--- src/sv/tlf_pkg.sv ---
`timescale 1ns / 1ps

package tlf_pkg;

	localparam int BUF_SIZE = 128;
	localparam int IDX_W    = $clog2(BUF_SIZE);
	localparam int BANK_DEPTH = BUF_SIZE / 2;
	localparam int BANK_AW  = $clog2(BANK_DEPTH);

	localparam logic [IDX_W-1:0] FILL_MAX = IDX_W'(BUF_SIZE - 1);

	localparam logic [1:0] ACT_BYTE    = 2'd0;
	localparam logic [1:0] ACT_READ    = 2'd1;
	localparam logic [1:0] ACT_RELEASE = 2'd2;

	localparam logic [7:0] CH_AT  = 8'h40;
	localparam logic [7:0] CH_N   = 8'h6E;
	localparam logic [7:0] CH_R   = 8'h72;
	localparam logic [7:0] CH_LF  = 8'h0A;
	localparam logic [7:0] CH_CR  = 8'h0D;
	localparam logic [7:0] CH_BSL = 8'h5C;

	typedef struct packed {
		logic             frame_ready;
		logic [IDX_W-1:0] frame_length;
		logic             hit;
		logic             bank;
		logic             byte_dropped;
	} stage_t;

	typedef struct packed {
		logic             en;
		logic [IDX_W-1:0] addr;
		logic [7:0]       data;
	} wr_t;

endpackage

--- src/sv/tlf_if.sv ---
`timescale 1ns / 1ps

interface tlf_in_if;
	logic       valid;
	logic       ready;
	logic [1:0] action;
	logic [7:0] rx_byte;
	logic [6:0] read_index;

	modport source (output valid, action, rx_byte, read_index, input ready);
	modport sink (input valid, action, rx_byte, read_index, output ready);
endinterface

interface tlf_out_if;
	logic       valid;
	logic       ready;
	logic       frame_ready;
	logic [6:0] frame_length;
	logic [7:0] read_char;
	logic       byte_dropped;

	modport source (output valid, frame_ready, frame_length, read_char, byte_dropped,
		input ready);
	modport sink (input valid, frame_ready, frame_length, read_char, byte_dropped,
		output ready);
endinterface

--- src/sv/tlf_ram.sv ---
`timescale 1ns / 1ps

module tlf_ram #(
	parameter int WIDTH = 8,
	parameter int DEPTH = 64
) (
	input  logic                     clk,
	input  logic                     we,
	input  logic [$clog2(DEPTH)-1:0] waddr,
	input  logic [WIDTH-1:0]         wdata,
	input  logic                     re,
	input  logic [$clog2(DEPTH)-1:0] raddr,
	output logic [WIDTH-1:0]         rdata
);

	logic [WIDTH-1:0] mem_q [DEPTH];

	always_ff @(posedge clk) begin
		if (we) begin
			mem_q[waddr] <= wdata;
		end
		if (re) begin
			rdata <= mem_q[raddr];
		end
	end

endmodule

--- src/sv/text_line_framer.sv ---
`timescale 1ns / 1ps

// text line framer
// item channel: one beat per action. action 0 feeds a received byte into the
// current frame, action 1 reads the stored byte at read_index, action 2
// releases a held frame. result channel: one beat per item, giving the held
// flag and fill count after the update, the read byte (0 for other actions
// or at/past the frame length) and whether a received byte was dropped.
// the frame store is two 64 x 8 banks (even and odd positions) with a
// registered read, so an escaped byte can store a backslash and the byte in
// the same cycle. control state sits in flops and updates on acceptance.
// the store read and the control update happen at the accepting edge into
// the stage register, and the output register loads from that stage when
// it advances, which can wait while the result side stalls.
// throughput: one item per cycle when the result side keeps ready high.
// when the result side stalls, the output register and one in-flight stage
// fill, then item ready drops until the output register is taken.
// reset clears the control state and both pipeline valids; the store
// content is left as is and is only returned below the fill count.
module text_line_framer (
	input  logic      clk,
	input  logic      arst_n,
	tlf_in_if.sink    item,
	tlf_out_if.source result
);

	localparam int IW = tlf_pkg::IDX_W;

	logic          recv_q, esc_q, held_q;
	logic [IW-1:0] fill_q;

	logic          n_recv, n_esc, n_held;
	logic [IW-1:0] n_fill, fc1, fc2;
	logic          cont, dropped;
	tlf_pkg::wr_t  wa, wb;

	logic             accept, advance;
	logic             valid_s1;
	tlf_pkg::stage_t  st_s1, st_next;
	logic             out_valid_q;
	tlf_pkg::stage_t  out_q;
	logic [7:0]       out_char_q;
	logic [7:0]       rdata [2];

	assign advance    = valid_s1 && (!out_valid_q || result.ready);
	assign item.ready = !valid_s1 || advance;
	assign accept     = item.valid && item.ready;

	always_comb begin
		n_recv  = recv_q;
		n_esc   = esc_q;
		n_held  = held_q;
		n_fill  = fill_q;
		fc1     = fill_q;
		fc2     = fill_q;
		cont    = 1'b1;
		dropped = 1'b0;
		wa      = '{en: 1'b0, addr: fill_q, data: tlf_pkg::CH_BSL};
		wb      = '{en: 1'b0, addr: fill_q, data: item.rx_byte};
		case (item.action)
			tlf_pkg::ACT_BYTE: begin
				if (held_q) begin
					dropped = 1'b1;
				end else if (!recv_q) begin
					n_recv = 1'b1;
					n_fill = '0;
					if (item.rx_byte != tlf_pkg::CH_AT) begin
						wb.en   = 1'b1;
						wb.addr = '0;
						n_fill  = IW'(1);
					end
				end else begin
					if (esc_q) begin
						n_esc = 1'b0;
						if (item.rx_byte == tlf_pkg::CH_N || item.rx_byte == tlf_pkg::CH_R) begin
							n_recv = 1'b0;
							n_held = 1'b1;
							cont   = 1'b0;
						end else if (fill_q < tlf_pkg::FILL_MAX) begin
							wa.en = 1'b1;
							fc1   = fill_q + IW'(1);
						end
					end
					fc2 = fc1;
					if (cont) begin
						if (item.rx_byte == tlf_pkg::CH_BSL) begin
							n_esc = 1'b1;
						end else if (item.rx_byte == tlf_pkg::CH_LF ||
							item.rx_byte == tlf_pkg::CH_CR) begin
							n_recv = 1'b0;
							n_held = 1'b1;
						end else begin
							if (fc1 < tlf_pkg::FILL_MAX) begin
								wb.en   = 1'b1;
								wb.addr = fc1;
								fc2     = fc1 + IW'(1);
							end
							if (fc2 >= tlf_pkg::FILL_MAX) begin
								n_recv = 1'b0;
								n_held = 1'b1;
							end
						end
					end
					n_fill = fc2;
				end
			end
			tlf_pkg::ACT_RELEASE: begin
				n_held = 1'b0;
			end
			default: begin
			end
		endcase
	end

	always_comb begin
		st_next.frame_ready  = n_held;
		st_next.frame_length = n_fill;
		st_next.hit          = (item.action == tlf_pkg::ACT_READ) && (item.read_index < fill_q);
		st_next.bank         = item.read_index[0];
		st_next.byte_dropped = dropped;
	end

	// even and odd banks of the frame store
	for (genvar k = 0; k < 2; k++) begin : g_bank
		logic                       we;
		logic [tlf_pkg::BANK_AW-1:0] waddr;
		logic [7:0]                 wdata;

		always_comb begin
			we    = 1'b0;
			waddr = wb.addr[IW-1:1];
			wdata = wb.data;
			if (wa.en && wa.addr[0] == 1'(k)) begin
				we    = accept;
				waddr = wa.addr[IW-1:1];
				wdata = wa.data;
			end else if (wb.en && wb.addr[0] == 1'(k)) begin
				we    = accept;
			end
		end

		tlf_ram #(
			.WIDTH (8),
			.DEPTH (tlf_pkg::BANK_DEPTH)
		) u_bank (
			.clk   (clk),
			.we    (we),
			.waddr (waddr),
			.wdata (wdata),
			.re    (accept && item.action == tlf_pkg::ACT_READ),
			.raddr (item.read_index[IW-1:1]),
			.rdata (rdata[k])
		);
	end

	always_ff @(posedge clk or negedge arst_n) begin
		if (!arst_n) begin
			recv_q <= 1'b0;
			esc_q  <= 1'b0;
			held_q <= 1'b0;
			fill_q <= '0;
		end else if (accept) begin
			recv_q <= n_recv;
			esc_q  <= n_esc;
			held_q <= n_held;
			fill_q <= n_fill;
		end
	end

	always_ff @(posedge clk or negedge arst_n) begin
		if (!arst_n) begin
			valid_s1    <= 1'b0;
			out_valid_q <= 1'b0;
		end else begin
			if (accept) begin
				valid_s1 <= 1'b1;
			end else if (advance) begin
				valid_s1 <= 1'b0;
			end
			if (advance) begin
				out_valid_q <= 1'b1;
			end else if (result.ready) begin
				out_valid_q <= 1'b0;
			end
		end
	end

	always_ff @(posedge clk) begin
		if (accept) begin
			st_s1 <= st_next;
		end
		if (advance) begin
			out_q      <= st_s1;
			out_char_q <= st_s1.hit ? rdata[st_s1.bank] : 8'd0;
		end
	end

	assign result.valid        = out_valid_q;
	assign result.frame_ready  = out_q.frame_ready;
	assign result.frame_length = out_q.frame_length;
	assign result.read_char    = out_char_q;
	assign result.byte_dropped = out_q.byte_dropped;

endmodule
--- src/flat_wrapper.sv ---
// flat-port wrapper written by rule: the top's interface ports become plain ports
module text_line_framer_flat 
  (clk, arst_n, item_valid, item_action, item_rx_byte, item_read_index, item_ready, result_valid, result_frame_ready, result_frame_length, result_read_char, result_byte_dropped, result_ready);
  tlf_in_if item_i ();
  tlf_out_if result_i ();
  input  logic clk;
  input  logic arst_n;
  input wire logic [$bits(item_i.valid)-1:0] item_valid;
  input wire logic [$bits(item_i.action)-1:0] item_action;
  input wire logic [$bits(item_i.rx_byte)-1:0] item_rx_byte;
  input wire logic [$bits(item_i.read_index)-1:0] item_read_index;
  output wire logic [$bits(item_i.ready)-1:0] item_ready;
  output wire logic [$bits(result_i.valid)-1:0] result_valid;
  output wire logic [$bits(result_i.frame_ready)-1:0] result_frame_ready;
  output wire logic [$bits(result_i.frame_length)-1:0] result_frame_length;
  output wire logic [$bits(result_i.read_char)-1:0] result_read_char;
  output wire logic [$bits(result_i.byte_dropped)-1:0] result_byte_dropped;
  input wire logic [$bits(result_i.ready)-1:0] result_ready;
  assign item_i.valid = item_valid;
  assign item_i.action = item_action;
  assign item_i.rx_byte = item_rx_byte;
  assign item_i.read_index = item_read_index;
  assign item_ready = item_i.ready;
  assign result_valid = result_i.valid;
  assign result_frame_ready = result_i.frame_ready;
  assign result_frame_length = result_i.frame_length;
  assign result_read_char = result_i.read_char;
  assign result_byte_dropped = result_i.byte_dropped;
  assign result_i.ready = result_ready;
  text_line_framer u_core (.clk(clk), .arst_n(arst_n), .item(item_i), .result(result_i));
endmodule
--- config.mk ---
export PLATFORM = sky130hd
export DESIGN_NAME = text_line_framer_flat
export DESIGN_NICKNAME = d
export VERILOG_FILES = /design/src/sv/tlf_pkg.sv /design/src/sv/tlf_if.sv /design/src/sv/tlf_ram.sv /design/src/sv/text_line_framer.sv /design/src/flat_wrapper.sv
export SDC_FILE = /design/constraint.sdc
export NUM_CORES = 1
export LEC_CHECK = 0
export BUFFER_PORTS_ARGS = -buffer_cell sky130_fd_sc_hd__buf_2
export CAP_MARGIN = 25
export CORE_ASPECT_RATIO = 2
export CORE_UTILIZATION = 55
export DETAILED_ROUTE_END_ITERATION = 10
export PLACE_DENSITY_LB_ADDON = 0.15
export SLEW_MARGIN = 15
export SYNTH_ARGS = -nofsm -noshare
export SYNTH_HDL_FRONTEND = slang
export SYNTH_SLANG_ARGS = --single-unit
--- constraint.sdc ---
create_clock -name clk -period 5 [get_ports clk]
set_input_delay 0.75 -clock clk [delete_from_list [all_inputs] [get_ports clk]]
set_output_delay 0.75 -clock clk [all_outputs]
set_load 0.1 [all_outputs]
==> impl_metrics.yaml <==
outcome:
  status: "finished, final reports clean"
pwr:
  p_int_uw: 14800
  powerDensity_mw_per_mm2: 397
  vdd_drop_max_uv: 420
  switching_power_uw: 4820
  pwr-share-comb_pct: 11.5
  swShare_pct: 24.6
  power_frac_seq_pct: 51.7
  p_clk_share_pct: 36.8
  p_total_uw: 19600
  p_leak_uw: 0.0157
sta:
  rsz0062_at_grt: "no"
  min_period_ns: 4.22
  fmax_mhz: 237
  fin_ws_ns: 0.780
  finalMaxSlewViolations: 0
  tightest_slew_ns: 0.975
  slew_headroom_pct: 35.0
  fin_tns_setup_ns: 0
  setup_viol: 0
  hold_viol: 0
  skew_ns: 0.0222
  timing.final.crit_share_pct: 84.4
place:
  placed_area_mm2: 0.0464
  port_buffers: 39
  post-place-ws_ns: 0.239
  hpwlAfterDp_um: 75100
  gp_congestion: 0.929
floorplanning:
  rows: 145
  dieArea_mm2: 0.0800
  die_width_um: 201
  pin_count: 40
  core-area_mm2: 0.0780
  start_util_pct: 55.6
  die_h_um: 399
synthesis:
  dominantRegCellSynth: "edfxtp_1"
  synth_cells: 2000
  synth-edff-count: 1068
  synthesis.area_mm2: 0.0434
  synthArstFlopShare_pct: 1.11
  synth_seq_cells: 1080
  ys_seq_area_share_pct: 74.7
  synth.distinct_cells: 87
  syn_avg_cell_area_um2: 21.7
  ys_warn_count: 0
worst_setup_path:
  worstPathMaxFanout: 17
  crit_chain: "buf_2, or3b_1, a211oi_4, buf_12, nor3_1, o21ai_0, nand2_1, a21oi_1, o21ai_1, or3_1, nor3_1, buf_4"
  endpoint_kind: "flip-flop"
  path_class: "input port to flip-flop"
  critPathSlowestCell: "o21ai_0"
  critPathLaunchType: "input port"
  cp.required_ns: 5.38
  crit_arrival_ns: 4.60
  critPathTopFamily: "simple AND/OR/NAND/NOR gates"
  cpMostUsedCell: "nor3_1"
  critPathBufInv: 3
  crit_path_max_incr_delay_ns: 0.64
clocking:
  clockBufferDepth: 3
  tritoncts.num_buffers: 90
  worstSkewPairLatency_ns: 0.69
  htreeDepth: 3
  ctsHoldBuffers: 1
  cts-root-buf: "clkbuf_16"
  cts-resized-gates: 0
  cts.sinks: 1080
  postCtsSetupBuffers: 0
  clk_pin_slew_worst_paths_ns: 0.06
  cts_tree: "yes"
drt:
  postRouteAntennaNets: 0
  first_pass_iters: 5
  viasPerCell: 6.40
  dr_total_vias: 21488
  drc: 0
  post_drt_wl_per_cell_um: 32.8
  drtIter0Drc: 1798
  routed_wl_um: 110000
finish:
  antennaDiodeCount: 0
  drive_above_1_share_pct: 34.2
  fin_nets: 2286
  design_area_mm2: 0.0494
  area_growth_pct: 13.9
global_routing:
  grt_use_total_pct: 28.4
  antenna_found_initial: 5
  grt_remaining_overflow: 0
  grt_max_degree: 74
  grt_pass1_wl_um: 159000
  grt_pass1_vias: 22544
run:
  maxCapViolCount: 0
min_path:
  hp-class: "input port to flip-flop"
-- synthesized netlist by cell type (all sizes together), types with 10 or more instances --
master  count  area [um2]
nand2b     16         100
nor3       41         235
o21ai      21         109
and2       14        87.6
nor2b      11        68.8
nor4       15        93.8
buf        39         173
nand4      10        62.6
clkbuf     67         251
nor2      103         387
mux4      336        7570
a21oi      14        73.8
edfxtp   1068       32100
mux2i      13         155
or3        13        86.3
nand3      27         165
dfrtp      12         300
nand2      47         179
-- stage by stage --
step,util (%),cells,hold WS [ns]
floorplan,-,2007,0.400
global placement,59.4,3193,0.428
detailed placement,59.4,3193,0.412
CTS,63.3,3359,0.250
global route,63.3,3359,0.268
finish,63.3,3359,0.272
-- placed cells by master, fill, tap and decap left out, types with 7 or more instances in the layout --
| cell | Yosys | layout |
|---|---|---|
| o22ai_1 | 7 | 7 |
| nor2_1 | 103 | 103 |
| clkbuf_1 | 67 | 10 |
| nand4_1 | 10 | 10 |
| clkbuf_16 | 0 | 93 |
| clkinv_1 | 2 | 16 |
| buf_2 | 6 | 36 |
| mux2i_1 | 11 | 11 |
| buf_4 | 1 | 210 |
| nor4_1 | 15 | 15 |
| edfxtp_1 | 1068 | 1068 |
| and2_2 | 0 | 8 |
| conb_1 | 1 | 8 |
| dfrtp_1 | 12 | 12 |
| ha_1 | 8 | 8 |
| buf_12 | 0 | 15 |
| bufinv_16 | 0 | 11 |
| nor2b_1 | 11 | 11 |
| and3_1 | 7 | 7 |
| nand2_1 | 46 | 46 |
| nand2b_1 | 16 | 8 |
| a21oi_1 | 13 | 13 |
| nor3_1 | 35 | 35 |
| nand3_1 | 24 | 24 |
| or3_1 | 12 | 12 |
| a21o_1 | 9 | 9 |
| clkinvlp_4 | 0 | 10 |
| mux4_2 | 336 | 336 |
| inv_1 | 9 | 9 |
| o21ai_0 | 15 | 15 |
| clkinv_2 | 0 | 17 |
| nand2b_2 | 0 | 8 |
-- worst paths after layout --
path	from	to	slack, ns	cells past startpoint
max in group asynchronous	arst_n	u_core.fill_q[1]	4.22	2
max reg2reg	u_core.fill_q[0]	u_core.g_bank[1].u_bank.mem_q[62][6]	0.82	9
min	item_valid	u_core.valid_s1	0.27	2
max	item_rx_byte[0]	u_core.g_bank[1].u_bank.mem_q[62][6]	0.78	12
min in group asynchronous	arst_n	u_core.fill_q[4]	0.50	2
min reg2reg	u_core.st_s1[9]	u_core.result.frame_length[6]	0.44	0
-- flip-flops by register name, indices dropped and copies added, names as in the netlist, 7 cells and up --
| register | flops |
|---|---|
| u_core.fill_q | 7 |
| u_core.result.frame_length | 7 |
| u_core.result.read_char | 8 |
| u_core.g_bank.u_bank.rdata | 16 |
| u_core.st_s1 | 11 |
| u_core.g_bank.u_bank.mem_q | 1024 |
-- worst reg2reg max path, cell delays in order (launching register included) --
cell	delay (ns)
dfrtp_1	0.54
nand3_1	0.29
o31a_1	0.37
o21ai_0	0.65
nand2_1	0.22
a21oi_1	0.41
o21ai_1	0.24
or3_1	0.45
nor3_1	0.41
buf_4	0.28
-- logic make-up after synthesis --
| logic type | after synthesis | share of synthesized area [%] |
|---|---|---|
| xor+xnor | 4 | 0.0808 |
| fa+ha+maj | 8 | 0.231 |
| simple gates | 329 | 4.00 |
| buf+inv | 117 | 1.07 |
| mux | 351 | 17.9 |
| flops | 1080 | 74.7 |
| other cells | 1 | 0.00865 |
| compound gates | 110 | 2.06 |
-- power by group through the flow --
stage / Clock (uW) / Sequential (uW) / Combinational [uW]
floorplan: 0 / 10400 / 1210
global placement: 0 / 10300 / 2220
detailed placement: 0 / 10300 / 2230
CTS: 7300 / 10100 / 2240
global route: 7610 / 10100 / 2340
finish: 7210 / 10100 / 2250
-- cell type report --
class                   instances  area, um2
clock buffers                 104       2380
clock inverters                61        627
fillers                      5319      28600
inverters                      11       41.3
multi-input cells             810      10600
flip-flops and latches       1080      32400
well taps                    1029       1290
repair buffers                264       2100
-- metal layers --
metal / up-vias / wire length (um) / GRT usage [%]
li1: 8998 / - / -
met1: 11493 / 36700 / 31.1
met2: 761 / 62000 / 53.5
met3: 228 / 5690 / 3.76
met4: 8 / 5670 / 14.6
met5: - / 50 / 0
Note: power is estimated with default switching activity, not from simulation.
